--- src/hw/rtl/token_budget_chunk_assigner_macros.svh ---
// assertion macros shared by the chunk assigner rtl
`ifndef TOKEN_BUDGET_CHUNK_ASSIGNER_MACROS_SVH
`define TOKEN_BUDGET_CHUNK_ASSIGNER_MACROS_SVH

// same-cycle implication, checked outside reset
`define TBCA_ASSERT_NOW(label, ck, rn, ante, cons) \
  label: assert property (@(posedge ck) disable iff (!rn) (ante) |-> (cons)) \
    else $error("tbca check failed");

// next-cycle implication, checked outside reset
`define TBCA_ASSERT_NEXT(label, ck, rn, ante, cons) \
  label: assert property (@(posedge ck) disable iff (!rn) (ante) |=> (cons)) \
    else $error("tbca check failed");

`endif

--- src/hw/rtl/tbca_pkg.sv ---
// shared types and constants of the chunk assigner
package tbca_pkg;

  localparam int CFG_IDX_W = 2;

  localparam logic [CFG_IDX_W-1:0] CFG_POLICY     = 2'd0;
  localparam logic [CFG_IDX_W-1:0] CFG_CHUNK_UNIT = 2'd1;
  localparam logic [CFG_IDX_W-1:0] CFG_LIMIT_ON   = 2'd2;
  localparam logic [CFG_IDX_W-1:0] CFG_MAX_LEN    = 2'd3;

  localparam logic POLICY_GREEDY = 1'b0;
  localparam logic POLICY_FORCED = 1'b1;

  typedef enum logic [8:0] {
    S_IDLE  = 9'b000000001,
    S_PREP  = 9'b000000010,
    S_CAP   = 9'b000000100,
    S_LIM   = 9'b000001000,
    S_ALGN  = 9'b000010000,
    S_DIV   = 9'b000100000,
    S_UPD   = 9'b001000000,
    S_FORCE = 9'b010000000,
    S_DONE  = 9'b100000000
  } state_t;

  typedef struct packed {
    logic busy;
    logic done;
  } div_stat_t;

endpackage

--- src/hw/rtl/tbca_if.sv ---
// handshake interfaces of the chunk assigner: request, result and config words
interface tbca_in_if #(parameter int TOKEN_BITS = 20);
  logic                  valid;
  logic                  ready;
  logic                  batch_start;
  logic                  budget_on;
  logic [TOKEN_BITS-1:0] batch_budget;
  logic [TOKEN_BITS-1:0] remaining_len;
  logic [TOKEN_BITS-1:0] reusable_est;
  logic                  first_chunk;

  modport source (output valid, batch_start, budget_on, batch_budget, remaining_len,
                  reusable_est, first_chunk, input ready);
  modport sink (input valid, batch_start, budget_on, batch_budget, remaining_len,
                reusable_est, first_chunk, output ready);
endinterface

interface tbca_out_if #(parameter int TOKEN_BITS = 20);
  logic                  valid;
  logic                  ready;
  logic [TOKEN_BITS-1:0] grant_len;
  logic                  config_error;

  modport source (output valid, grant_len, config_error, input ready);
  modport sink (input valid, grant_len, config_error, output ready);
endinterface

interface tbca_cfg_if #(parameter int TOKEN_BITS = 20);
  logic                             valid;
  logic                             ready;
  logic [tbca_pkg::CFG_IDX_W-1:0]   index;
  logic [TOKEN_BITS-1:0]            data;

  modport source (output valid, index, data, input ready);
  modport sink (input valid, index, data, output ready);
endinterface

--- src/hw/rtl/tbca_rem_div.sv ---
// restoring remainder unit, one quotient bit per cycle
module tbca_rem_div #(
  parameter int W = 20
) (
  input  logic                clk,
  input  logic                rst_n,
  input  logic                start,
  input  logic [W-1:0]        dividend,
  input  logic [W-1:0]        divisor,
  output logic [W-1:0]        remainder,
  output tbca_pkg::div_stat_t stat
);

  localparam int CNT_W = $clog2(W + 1);

  logic [CNT_W-1:0] cnt_r;
  logic [W-1:0]     dvd_r;
  logic [W-1:0]     rem_r;
  logic             busy_r;
  logic             done_r;
  logic [W:0]       trial;
  logic [W:0]       diff;

  assign trial = {rem_r, dvd_r[W-1]};
  assign diff  = trial - {1'b0, divisor};

  always_ff @(posedge clk) begin
    if (!rst_n) begin
      busy_r <= 1'b0;
      done_r <= 1'b0;
      cnt_r  <= '0;
    end else begin
      done_r <= 1'b0;
      if (start) begin
        busy_r <= 1'b1;
        cnt_r  <= CNT_W'(W);
      end else if (busy_r) begin
        cnt_r <= cnt_r - CNT_W'(1);
        if (cnt_r == CNT_W'(1)) begin
          busy_r <= 1'b0;
          done_r <= 1'b1;
        end
      end
    end
  end

  // partial remainder stays below the divisor, so W bits hold it
  always_ff @(posedge clk) begin
    if (start) begin
      dvd_r <= dividend;
      rem_r <= '0;
    end else if (busy_r) begin
      dvd_r <= {dvd_r[W-2:0], 1'b0};
      rem_r <= diff[W] ? trial[W-1:0] : diff[W-1:0];
    end
  end

  assign remainder = rem_r;
  assign stat.busy = busy_r;
  assign stat.done = done_r;

endmodule

--- src/hw/rtl/token_budget_chunk_assigner.sv ---
// top level: token-budget chunk assigner
// greedy requests pass the prep, cap, limit and align states, the remainder unit when a
// trimmed chunk needs aligning, then update and done; forced requests pass force and done
// one request in flight: a new one is taken only back in idle, after the result register
// has taken the previous result
// rst_n is synchronous: config returns to greedy, unit 64, no limit; no budget is active
`include "token_budget_chunk_assigner_macros.svh"

module token_budget_chunk_assigner #(
  parameter int TOKEN_BITS = 20
) (
  input  logic        clk,
  input  logic        rst_n,
  tbca_in_if.sink     in_bus,
  tbca_out_if.source  out_bus,
  tbca_cfg_if.sink    cfg_bus
);

  localparam int TB = TOKEN_BITS;

  // config registers
  logic          policy_r;
  logic [TB-1:0] unit_r;
  logic          lim_on_r;
  logic [TB-1:0] max_len_r;

  // batch state
  logic [TB-1:0] budget_left_r;
  logic [TB:0]   tokens_used_r;
  logic          budget_active_r;
  logic [TB-1:0] budget_total_r;

  // per-request working registers
  logic [TB-1:0] rem_r;
  logic [TB-1:0] est_r;
  logic          first_r;
  logic [TB-1:0] reus_r;
  logic [TB-1:0] cost_r;
  logic [TB-1:0] act_r;
  logic [TB-1:0] chunk_r;
  logic          err_r;

  // result register
  logic          out_valid_r;
  logic [TB-1:0] out_chunk_r;
  logic          out_err_r;

  tbca_pkg::state_t    state_r, state_nxt;
  tbca_pkg::div_stat_t div_stat;
  logic [TB-1:0]       div_rem;
  logic                div_start;

  logic          in_acc;
  logic          out_free;
  logic [TB-1:0] min_est;
  logic [TB-1:0] cost_c;
  logic [TB-1:0] comp_c;
  logic [TB:0]   cap_c;
  logic [TB-1:0] lim_act;
  logic [TB-1:0] mc_c;
  logic          frc_err;
  logic [TB-1:0] frc_c;
  logic          frc_over;
  logic [TB-1:0] charge_n;
  logic [TB+1:0] charge_sum;
  logic [TB:0]   charge_sat;

  assign in_acc      = in_bus.valid && in_bus.ready;
  assign in_bus.ready = (state_r == tbca_pkg::S_IDLE);
  assign cfg_bus.ready = 1'b1;
  assign out_free    = !out_valid_r || out_bus.ready;

  // greedy arithmetic, one small step per state
  assign min_est = (est_r < rem_r) ? est_r : rem_r;
  assign cost_c  = rem_r - reus_r;
  assign comp_c  = (act_r > reus_r) ? (act_r - reus_r) : '0;
  assign cap_c   = {1'b0, reus_r} + {1'b0, max_len_r};
  assign lim_act = (cap_c < {1'b0, rem_r}) ? cap_c[TB-1:0] : rem_r;
  assign mc_c    = (act_r < cost_r) ? act_r : cost_r;

  // forced-chunk arithmetic
  assign frc_err  = lim_on_r && (max_len_r < unit_r);
  assign frc_c    = (rem_r < unit_r) ? rem_r : unit_r;
  assign frc_over = budget_active_r &&
                    (({1'b0, tokens_used_r} + {2'b0, frc_c}) > {2'b0, budget_total_r});

  // saturating usage counter, shared by both policies
  assign charge_n   = (state_r == tbca_pkg::S_FORCE) ? frc_c : mc_c;
  assign charge_sum = {1'b0, tokens_used_r} + {2'b0, charge_n};
  assign charge_sat = charge_sum[TB+1] ? {(TB+1){1'b1}} : charge_sum[TB:0];

  assign div_start = (state_r == tbca_pkg::S_ALGN) && (act_r != rem_r) && (unit_r != '0);

  tbca_rem_div #(.W(TB)) u_div (
    .clk       (clk),
    .rst_n     (rst_n),
    .start     (div_start),
    .dividend  (act_r),
    .divisor   (unit_r),
    .remainder (div_rem),
    .stat      (div_stat)
  );

  // sequencer
  always_comb begin
    state_nxt = state_r;
    case (state_r)
      tbca_pkg::S_IDLE: begin
        if (in_acc) begin
          state_nxt = (policy_r == tbca_pkg::POLICY_FORCED) ? tbca_pkg::S_FORCE
                                                            : tbca_pkg::S_PREP;
        end
      end
      tbca_pkg::S_PREP:  state_nxt = tbca_pkg::S_CAP;
      tbca_pkg::S_CAP:   state_nxt = tbca_pkg::S_LIM;
      tbca_pkg::S_LIM:   state_nxt = tbca_pkg::S_ALGN;
      tbca_pkg::S_ALGN:  state_nxt = div_start ? tbca_pkg::S_DIV : tbca_pkg::S_UPD;
      tbca_pkg::S_DIV: begin
        if (div_stat.done) begin
          state_nxt = tbca_pkg::S_UPD;
        end
      end
      tbca_pkg::S_UPD:   state_nxt = tbca_pkg::S_DONE;
      tbca_pkg::S_FORCE: state_nxt = tbca_pkg::S_DONE;
      tbca_pkg::S_DONE: begin
        if (out_free) begin
          state_nxt = tbca_pkg::S_IDLE;
        end
      end
      default:           state_nxt = tbca_pkg::S_IDLE;
    endcase
  end

  // control state: config, batch state, sequencer and result valid
  always_ff @(posedge clk) begin
    if (!rst_n) begin
      state_r         <= tbca_pkg::S_IDLE;
      policy_r        <= tbca_pkg::POLICY_GREEDY;
      unit_r          <= TB'(64);
      lim_on_r        <= 1'b0;
      max_len_r       <= '0;
      budget_left_r   <= '0;
      tokens_used_r   <= '0;
      budget_active_r <= 1'b0;
      budget_total_r  <= '0;
      out_valid_r     <= 1'b0;
    end else begin
      state_r <= state_nxt;

      if (cfg_bus.valid && cfg_bus.ready) begin
        case (cfg_bus.index)
          tbca_pkg::CFG_POLICY:     policy_r  <= cfg_bus.data[0];
          tbca_pkg::CFG_CHUNK_UNIT: unit_r    <= cfg_bus.data;
          tbca_pkg::CFG_LIMIT_ON:   lim_on_r  <= cfg_bus.data[0];
          tbca_pkg::CFG_MAX_LEN:    max_len_r <= cfg_bus.data;
          default: ;
        endcase
      end

      // batch start loads the budget before the request is worked on
      if (in_acc && in_bus.batch_start) begin
        budget_active_r <= in_bus.budget_on;
        budget_total_r  <= in_bus.batch_budget;
        budget_left_r   <= in_bus.batch_budget;
        tokens_used_r   <= '0;
      end

      if (state_r == tbca_pkg::S_UPD && budget_active_r) begin
        budget_left_r <= (mc_c > budget_left_r) ? '0 : (budget_left_r - mc_c);
        tokens_used_r <= charge_sat;
      end

      if (state_r == tbca_pkg::S_FORCE && !frc_err && !frc_over) begin
        tokens_used_r <= charge_sat;
      end

      if (state_r == tbca_pkg::S_DONE && out_free) begin
        out_valid_r <= 1'b1;
      end else if (out_bus.ready) begin
        out_valid_r <= 1'b0;
      end
    end
  end

  // datapath registers, no reset needed
  always_ff @(posedge clk) begin
    case (state_r)
      tbca_pkg::S_IDLE: begin
        if (in_acc) begin
          rem_r   <= in_bus.remaining_len;
          est_r   <= in_bus.reusable_est;
          first_r <= in_bus.first_chunk;
        end
      end
      tbca_pkg::S_PREP: begin
        reus_r <= first_r ? min_est : '0;
      end
      tbca_pkg::S_CAP: begin
        // cached prefix is free; cap by the budget left
        cost_r <= cost_c;
        act_r  <= (budget_active_r && (cost_c > budget_left_r)) ? budget_left_r : rem_r;
      end
      tbca_pkg::S_LIM: begin
        if (lim_on_r && (comp_c > max_len_r)) begin
          act_r <= lim_act;
        end
      end
      tbca_pkg::S_DIV: begin
        // align a trimmed chunk down to the unit
        if (div_stat.done) begin
          act_r <= act_r - div_rem;
        end
      end
      tbca_pkg::S_UPD: begin
        chunk_r <= act_r;
        err_r   <= 1'b0;
      end
      tbca_pkg::S_FORCE: begin
        chunk_r <= (frc_err || frc_over) ? '0 : frc_c;
        err_r   <= frc_err;
      end
      tbca_pkg::S_DONE: begin
        if (out_free) begin
          out_chunk_r <= chunk_r;
          out_err_r   <= err_r;
        end
      end
      default: ;
    endcase
  end

  assign out_bus.valid        = out_valid_r;
  assign out_bus.grant_len    = out_chunk_r;
  assign out_bus.config_error = out_err_r;

  // checks
  `TBCA_ASSERT_NEXT(a_accept_busy, clk, rst_n, in_acc, state_r != tbca_pkg::S_IDLE)
  `TBCA_ASSERT_NOW(a_div_in_div, clk, rst_n, div_stat.busy, state_r == tbca_pkg::S_DIV)
  `TBCA_ASSERT_NOW(a_err_zero, clk, rst_n, out_valid_r && out_err_r, out_chunk_r == '0)

endmodule

--- src/flat_wrapper.sv ---
// flat-port wrapper written by rule: the top's interface ports become plain ports
module token_budget_chunk_assigner_flat 
#(
  parameter int TOKEN_BITS = 20
)
  (clk, rst_n, in_bus_valid, in_bus_batch_start, in_bus_budget_on, in_bus_batch_budget, in_bus_remaining_len, in_bus_reusable_est, in_bus_first_chunk, in_bus_ready, out_bus_valid, out_bus_grant_len, out_bus_config_error, out_bus_ready, cfg_bus_valid, cfg_bus_index, cfg_bus_data, cfg_bus_ready);
  tbca_in_if #(.TOKEN_BITS(TOKEN_BITS)) in_bus_i ();
  tbca_out_if #(.TOKEN_BITS(TOKEN_BITS)) out_bus_i ();
  tbca_cfg_if #(.TOKEN_BITS(TOKEN_BITS)) cfg_bus_i ();
  input  logic clk;
  input  logic rst_n;
  input wire logic [$bits(in_bus_i.valid)-1:0] in_bus_valid;
  input wire logic [$bits(in_bus_i.batch_start)-1:0] in_bus_batch_start;
  input wire logic [$bits(in_bus_i.budget_on)-1:0] in_bus_budget_on;
  input wire logic [$bits(in_bus_i.batch_budget)-1:0] in_bus_batch_budget;
  input wire logic [$bits(in_bus_i.remaining_len)-1:0] in_bus_remaining_len;
  input wire logic [$bits(in_bus_i.reusable_est)-1:0] in_bus_reusable_est;
  input wire logic [$bits(in_bus_i.first_chunk)-1:0] in_bus_first_chunk;
  output wire logic [$bits(in_bus_i.ready)-1:0] in_bus_ready;
  output wire logic [$bits(out_bus_i.valid)-1:0] out_bus_valid;
  output wire logic [$bits(out_bus_i.grant_len)-1:0] out_bus_grant_len;
  output wire logic [$bits(out_bus_i.config_error)-1:0] out_bus_config_error;
  input wire logic [$bits(out_bus_i.ready)-1:0] out_bus_ready;
  input wire logic [$bits(cfg_bus_i.valid)-1:0] cfg_bus_valid;
  input wire logic [$bits(cfg_bus_i.index)-1:0] cfg_bus_index;
  input wire logic [$bits(cfg_bus_i.data)-1:0] cfg_bus_data;
  output wire logic [$bits(cfg_bus_i.ready)-1:0] cfg_bus_ready;
  assign in_bus_i.valid = in_bus_valid;
  assign in_bus_i.batch_start = in_bus_batch_start;
  assign in_bus_i.budget_on = in_bus_budget_on;
  assign in_bus_i.batch_budget = in_bus_batch_budget;
  assign in_bus_i.remaining_len = in_bus_remaining_len;
  assign in_bus_i.reusable_est = in_bus_reusable_est;
  assign in_bus_i.first_chunk = in_bus_first_chunk;
  assign in_bus_ready = in_bus_i.ready;
  assign out_bus_valid = out_bus_i.valid;
  assign out_bus_grant_len = out_bus_i.grant_len;
  assign out_bus_config_error = out_bus_i.config_error;
  assign out_bus_i.ready = out_bus_ready;
  assign cfg_bus_i.valid = cfg_bus_valid;
  assign cfg_bus_i.index = cfg_bus_index;
  assign cfg_bus_i.data = cfg_bus_data;
  assign cfg_bus_ready = cfg_bus_i.ready;
  token_budget_chunk_assigner #(.TOKEN_BITS(TOKEN_BITS)) u_core (.clk(clk), .rst_n(rst_n), .in_bus(in_bus_i), .out_bus(out_bus_i), .cfg_bus(cfg_bus_i));
endmodule
--- config.mk ---
export PLATFORM = sky130hd
export DESIGN_NAME = token_budget_chunk_assigner_flat
export DESIGN_NICKNAME = d
export VERILOG_FILES = /design/src/hw/rtl/tbca_pkg.sv /design/src/hw/rtl/tbca_if.sv /design/src/hw/rtl/tbca_rem_div.sv /design/src/hw/rtl/token_budget_chunk_assigner.sv /design/src/flat_wrapper.sv
export VERILOG_INCLUDE_DIRS = /design/src /design/src/hw/rtl
export SDC_FILE = /design/constraint.sdc
export NUM_CORES = 1
export LEC_CHECK = 0
export ABC_AREA = 1
export BUFFER_PORTS_ARGS = -buffer_cell sky130_fd_sc_hd__buf_2
export CORE_UTILIZATION = 40
export CTS_BUF_LIST = sky130_fd_sc_hd__clkbuf_8 sky130_fd_sc_hd__clkbuf_16
export DETAILED_ROUTE_END_ITERATION = 8
export PLACE_DENSITY = 0.6
export SYNTH_ARGS = -nofsm -noshare
export SYNTH_HDL_FRONTEND = slang
export SYNTH_SLANG_ARGS = --single-unit
--- constraint.sdc ---
create_clock -name clk -period 14.4 [get_ports clk]
set_input_delay 0.72 -clock clk [delete_from_list [all_inputs] [get_ports clk]]
set_output_delay 0.72 -clock clk [all_outputs]
set_load 0.005 [all_outputs]
==> results of run 1 <==
-- per-layer routing --
layer | track usage [%] | share of wire [%] | vias to the layer above | wire, um
li1 | - | - | 11700 | -
met1 | 40.6 | 44 | 11100 | 41500
met2 | 45.7 | 43 | 1079 | 40500
met3 | 5.06 | 9.0 | 211 | 8500
met4 | 12.3 | 4.5 | 0 | 4230
met5 | 0 | 0 | - | 0
-- cells by family after synthesis --
logic type	share of synthesized area (%)
simple gates	21.8
flops	31.0
xor+xnor	4.57
fa+ha+maj	16.6
compound gates	17.6
buf+inv	8.45
other cells	0.0151
-- cells in the mapped netlist (all sizes together), types with 2 or more instances --
master	count	area, sq um
o22ai	29	181
o211ai	21	158
o21a	28	210
or2	6	37.5
a221oi	2	17.5
inv	440	1650
buf	35	236
nor3	48	262
a21o	18	135
o21bai	18	135
clkbuf	56	210
nand4	74	469
o31ai	5	37.5
xnor2	53	464
nand2	719	2730
a21boi	6	45.1
clkinv	2	7.51
a31o	2	17.5
a211oi	9	67.6
nand3b	9	67.6
o2111ai	3	26.3
xor2	77	674
nor3b	3	22.5
a21oi	376	1890
o221ai	4	35.0
a31oi	27	169
nor2	232	886
fa	8	160
edfxtp	163	4890
o21ai	245	1230
nor4	24	150
ha	317	3970
dfxtp	141	2820
nand3	160	801
-- worst max path at each step --
stage / startpoint / to / slack (ns) / cells past startpoint
floorplan: u_core.act_r[0] / u_core.act_r[0] / 9.47 / 25
global placement: u_core.rem_r[19] / u_core.tokens_used_r[11] / 7.76 / 33
detailed placement: u_core.rem_r[19] / u_core.tokens_used_r[7] / 7.60 / 33
CTS: u_core.rem_r[19] / u_core.tokens_used_r[13] / 7.53 / 33
global route: u_core.rem_r[19] / u_core.tokens_used_r[3] / 6.87 / 33
finish: u_core.rem_r[19] / u_core.tokens_used_r[7] / 7.35 / 33
-- critical path, delay by kind of cell, from the launching register on --
kind                       cells  cell delay [ns]
AOI/OAI and AO/OA              7             1.15
xor gates and xnor gates       1             0.21
adders and majority gates      4             1.19
DFF                            1             0.49
and+or+nand+nor               19             3.70
buffers and inverters          2             0.16
-- layout make-up --
type	instances	area, sq um	area share [%]
inverters	442	1660	6.03
flip-flops and latches	304	7720	28.0
well taps	837	1050	3.80
clock inverters	31	319	1.16
clock buffers	38	951	3.45
repair buffers	132	711	2.58
multi-input cells	2529	15100	54.9
-- power groups by stage --
stage	clock (mW)	sequential, mW	combinational (mW)
3_5_place_dp	0	1.05	0.942
3_3_place_gp	0	1.05	0.949
2_1_floorplan	0	1.02	0.680
4_1_cts	1.02	1.03	0.948
6_report	1.00	1.03	0.971
5_1_grt	1.05	1.04	1.08
-- registers in the layout, indices dropped and copies added (netlist names), 5 cells and up --
| name | count |
|---|---|
| u_core.rem_r | 20 |
| u_core.max_len_r | 20 |
| u_core.chunk_r | 20 |
| u_core.u_div.dvd_r | 20 |
| u_core.u_div.cnt_r | 5 |
| u_core.budget_total_r | 20 |
| u_core.out_bus.grant_len | 20 |
| u_core.tokens_used_r | 21 |
| u_core.budget_left_r | 20 |
| u_core.act_r | 20 |
| u_core.est_r | 20 |
| u_core.unit_r | 20 |
| u_core.u_div.remainder | 20 |
| u_core.cost_r | 20 |
| u_core.reus_r | 20 |
| u_core.state_r | 9 |
==> summary.txt, run 1 <==
antenna cells = 0
chip height = 252 um
design area = 27500 sq um
DIE AREA = 63300 sq um
DRC Markers = 0
Max-Cap Viols = 0
total power = 3.01 mW
share of power burned in registers = 34.4%
Setup TNS = 0 ns
post_cts resized = 0
largest net degree at the start of global routing = 72
Clk pwr share = 33.4%
initial antenna violation count = 0
DRT iter0 DRCs = 2851
Fin. Hold Viols = 0
P per Cell Area = 109 nW/um^2
Root Driver = clkbuf_16
Max IR drop VDD = 0.0000888 V
worst rel slew slack = 29.6%
most frequent cells in the layout = nand2_1, inv_1, a21oi_1, ha_1, o21ai_0
Tmin final = 7.05 ns
TritonCTS clock tree = built
Rows = 91
flop-to-flop setup slack = 7.35 ns
Bufs on Longest Clock Path = 3
crit path max fanout = 42
commonest non-fill, non-tap cell in the layout = nand2_1
CP max stage delay = 0.89 ns
post-route setup slack = 7.35 ns
Fmax achieved = 0.142 GHz
cts bufs inserted = 38
cts-stage hold buffer count = 0
CP most frequent cell = nand2_1
ys flop type = edfxtp_1
vias in the first global route = 22.3k
routed vias = 24.1k
switching fraction of total power = 37.4%
Min-Delay Endpoint = u_core.est_r[0]
switching pwr = 1.13 mW
fraction of layout cells with a size suffix above 1 = 6.53%
Hold Path Class = in -> reg
Yosys reg bits = 304
leakage power = 12.6 nW
Req. time, crit path = 14.90 ns
Post-DP Area = 26300 sq um
first-pass GRT wire length = 140000 um
Final nets = 3862
Post-CTS Setup Bufs = 0
worst clock skew = 0.0373 ns
internal power = 1.88 mW
Final Max Slew Viols = 0
clock slew at reported path FFs = 0.07 ns
Seq/Total Area, Yosys = 31.0%
number of H-tree levels = 2
hold depth = 1
Arr. time, crit path = 7.55 ns
starting density of the core = 40.4%
Antenna Nets Post-Route = 0
min-delay src = in_bus_reusable_est[0]
combinational power share = 32.3%
FFs w/ async S/R, synth = 0%
routed vias/inst = 5.59
clk_lat worst skew = 0.59 ns
GRT Resource Usage Total = 29.6%
gpl congestion = 1.05
Synth Net Count = 3781
post-synthesis cell type count = 56
placed insts = 4244
core area = 61600 sq um
Area Overhead vs Synth = 10.5%
Hold Slack = 0.312 ns
DRT Pass-1 Iters = 6
DP HPWL = 76200 um
DP Worst Slack = 7.60 ns
Synth Cell Area = 24900 sq um
EDFF count, synth = 163
status = finished, final reports clean
reg-to-reg startpoint = u_core.rem_r[19]
drt wl/cell = 22.0 um
global route overflow = 0
Mapped Cells = 3366
Crit. End Element = register
Final Non-Filler Cells = 4313
Crit-path slowest cell = nand3_1
Buffers on Ports = 112
r2r worst-path depth = 33
wirelength, routed = 94700 um
Tcrit/Tclk final = 48.9%
I/O pin total = 114
final setup fails = 0
Critical R2R Capture = u_core.tokens_used_r[7]
RSZ-0062 raised after global routing = false
synth warn = 0
worst setup path category = reg -> reg
die width = 252 um
Syn Area/Cell = 7.40 sq um
worst slew pin tran = 1.05 ns
CTS sink count = 304
Final Util = 44.7%
number of fill cells = 6356
Startpoint Class = register
No activity file was read; power rests on OpenSTA's default activity.
==> inputs of run 2 (changes only) <==
clock period = 6.7 ns   (was 14.4 ns; I/O delays follow)
==> run 2 against run 1 <==
  * Critical path depth grew 2
  * Cell count rose by 1.5%
  * Flip-flop and latch count unchanged
  * Combinational power rose by 120%
  * Largest power group unchanged
==> summary.txt, run 2 (same netlist as run 1, synthesis figures left out) <==
Setup TNS = 0 ns (unchanged)
Fin. Hold Viols = 0 (unchanged)
routed vias/inst = 5.56 (-0.56%)
final setup fails = 0 (unchanged)
Worst path top cell family by delay = simple AND/OR/NAND/NOR gates
DRT iter0 DRCs = 2471 (-13%)
core area = 61600 sq um (unchanged)
Tmin final = 6.10 ns (-0.944 ns)
Hold Path Class = in -> reg
fraction of layout cells with a size suffix above 1 = 7.26% (+0.73 points)
most frequent cells in the layout = nand2_1, inv_1, a21oi_1, ha_1, o21ai_0
global route overflow = 0 (unchanged)
I/O pin total = 114 (unchanged)
drt wl/cell = 21.5 um (-2.3%)
worst setup path category = reg -> reg
starting density of the core = 40.4% (unchanged)
DP HPWL = 76400 um (+0.28%)
initial antenna violation count = 0 (unchanged)
GRT Resource Usage Total = 29.3% (-0.30 points)
Post-CTS Setup Bufs = 0 (unchanged)
status = finished, final reports clean
number of H-tree levels = 2 (unchanged)
CP max stage delay = 0.53 ns (-0.36 ns)
worst slew pin tran = 1.01 ns (-0.0430 ns)
wirelength, routed = 94000 um (-0.80%)
clk_lat worst skew = 0.60 ns (about the same)
die width = 252 um (unchanged)
leakage power = 12.9 nW (+2.2%)
commonest non-fill, non-tap cell in the layout = nand2_1
DRC Markers = 0 (unchanged)
Final Util = 45.5% (+0.82 points)
Final nets = 3924 (+1.6%)
gpl congestion = 1.03 (-2.3%)
Req. time, crit path = 7.21 ns (-7.69 ns)
vias in the first global route = 22.5k (+0.76%)
routed vias = 24.3k (+0.91%)
Hold Slack = 0.0421 ns (-0.270 ns)
Fmax achieved = 0.164 GHz (+15%)
Tcrit/Tclk final = 91.1% (+42 points)
Area Overhead vs Synth = 12.5%
cts bufs inserted = 38 (unchanged)
Antenna Nets Post-Route = 0 (unchanged)
worst rel slew slack = 32.7% (+3.1 points)
DRT Pass-1 Iters = 6 (unchanged)
CTS sink count = 304 (unchanged)
Crit. End Element = register
RSZ-0062 raised after global routing = false
worst clock skew = 0.0342 ns (-0.00309 ns)
Max-Cap Viols = 0 (unchanged)
chip height = 252 um (unchanged)
DIE AREA = 63300 sq um (unchanged)
Bufs on Longest Clock Path = 3 (unchanged)
Root Driver = clkbuf_16
Crit-path slowest cell = edfxtp_1
CP most frequent cell = nand2_1
max FFs per register = 21 (unchanged)
Reg with most FFs = u_core.tokens_used_r
Final Max Slew Viols = 0 (unchanged)
largest net degree at the start of global routing = 72 (unchanged)
Rows = 91 (unchanged)
Startpoint Class = register
clock slew at reported path FFs = 0.07 ns (about the same)
P per Cell Area = 227 nW/um^2 (+110%)
Buffers on Ports = 112 (unchanged)
Worst Path Buf+Inv = 4 (+2)
Max IR drop VDD = 0.000178 V (+100%)
Arr. time, crit path = 6.61 ns (-0.94 ns)
crit path max fanout = 42 (unchanged)
TritonCTS clock tree = built
first-pass GRT wire length = 139000 um (-0.90%)
## run 2: changes by cell type in the layout (fill, tap and decap cells not counted), sizes merged
cell / change
clkinv: -1
clkinvlp: +2
clkbuf: +1
inv: +3
bufinv: -4
dlygate4sd3: +34
diode: +1
buf: +28
## run 2: report_power, final
part	leakage [nW]	internal [mW]	switching [mW]
Sequential	2.64	2.09	0.119
Combinational	9.60	0.710	1.38
Clock	0.639	1.15	0.908
Total	12.9	3.95	2.41
## run 2: timing repair
action                                  CTS  global route
endpoints found under the hold margin    34             0
hold buffers                             34             0
endpoints found under the setup margin    0             0
gates resized for setup                   0             0
## run 2: final cells by class
| class | instances | area [sq um] |
|---|---|---|
| Fill cell | 6297 | 33600 |
| Multi-Input combinational cell | 2529 | 15100 |
| Sequential cell | 304 | 7720 |
| Inverter | 442 | 1660 |
| Timing Repair Buffer | 194 | 1260 |
| Tap cell | 837 | 1050 |
| Clock buffer | 39 | 976 |
| Clock inverter | 31 | 249 |
| Antenna cell | 1 | 2.50 |
## run 2: worst paths after layout
kind	start	to	slack, ns	cells after the start
setup reg to reg	u_core.rem_r[15]	u_core.tokens_used_r[20]	0.60	35
hold / removal	in_bus_remaining_len[8]	u_core.rem_r[8]	0.04	1
setup / recovery	u_core.rem_r[15]	u_core.tokens_used_r[20]	0.60	35
hold reg to reg	u_core.chunk_r[7]	u_core.out_bus.grant_len[7]	0.42	0
## run 2: layer usage
layer / track usage (%) / wire length (um) / vias up
li1: - / - / 11800
met1: 40.3 / 41700 / 11300
met2: 45.0 / 39800 / 1059
met3: 5.93 / 8580 / 219
met4: 11.1 / 3900 / 0
met5: 0 / 0 / -
## run 2: stage by stage
| stage | setup WS, ns | std cells | total power, mW | cell area, sq um |
|---|---|---|---|---|
| floorplan | 1.77 | 3366 | 3.65 | 24900 |
| finish | 0.597 | 4377 | 6.36 | 28000 |
| global placement | 0.893 | 4272 | 4.26 | 26500 |
| detailed placement | 0.829 | 4272 | 4.26 | 26500 |
| global route | 0.0236 | 4376 | 6.68 | 28000 |
| CTS | 0.744 | 4376 | 6.33 | 28000 |
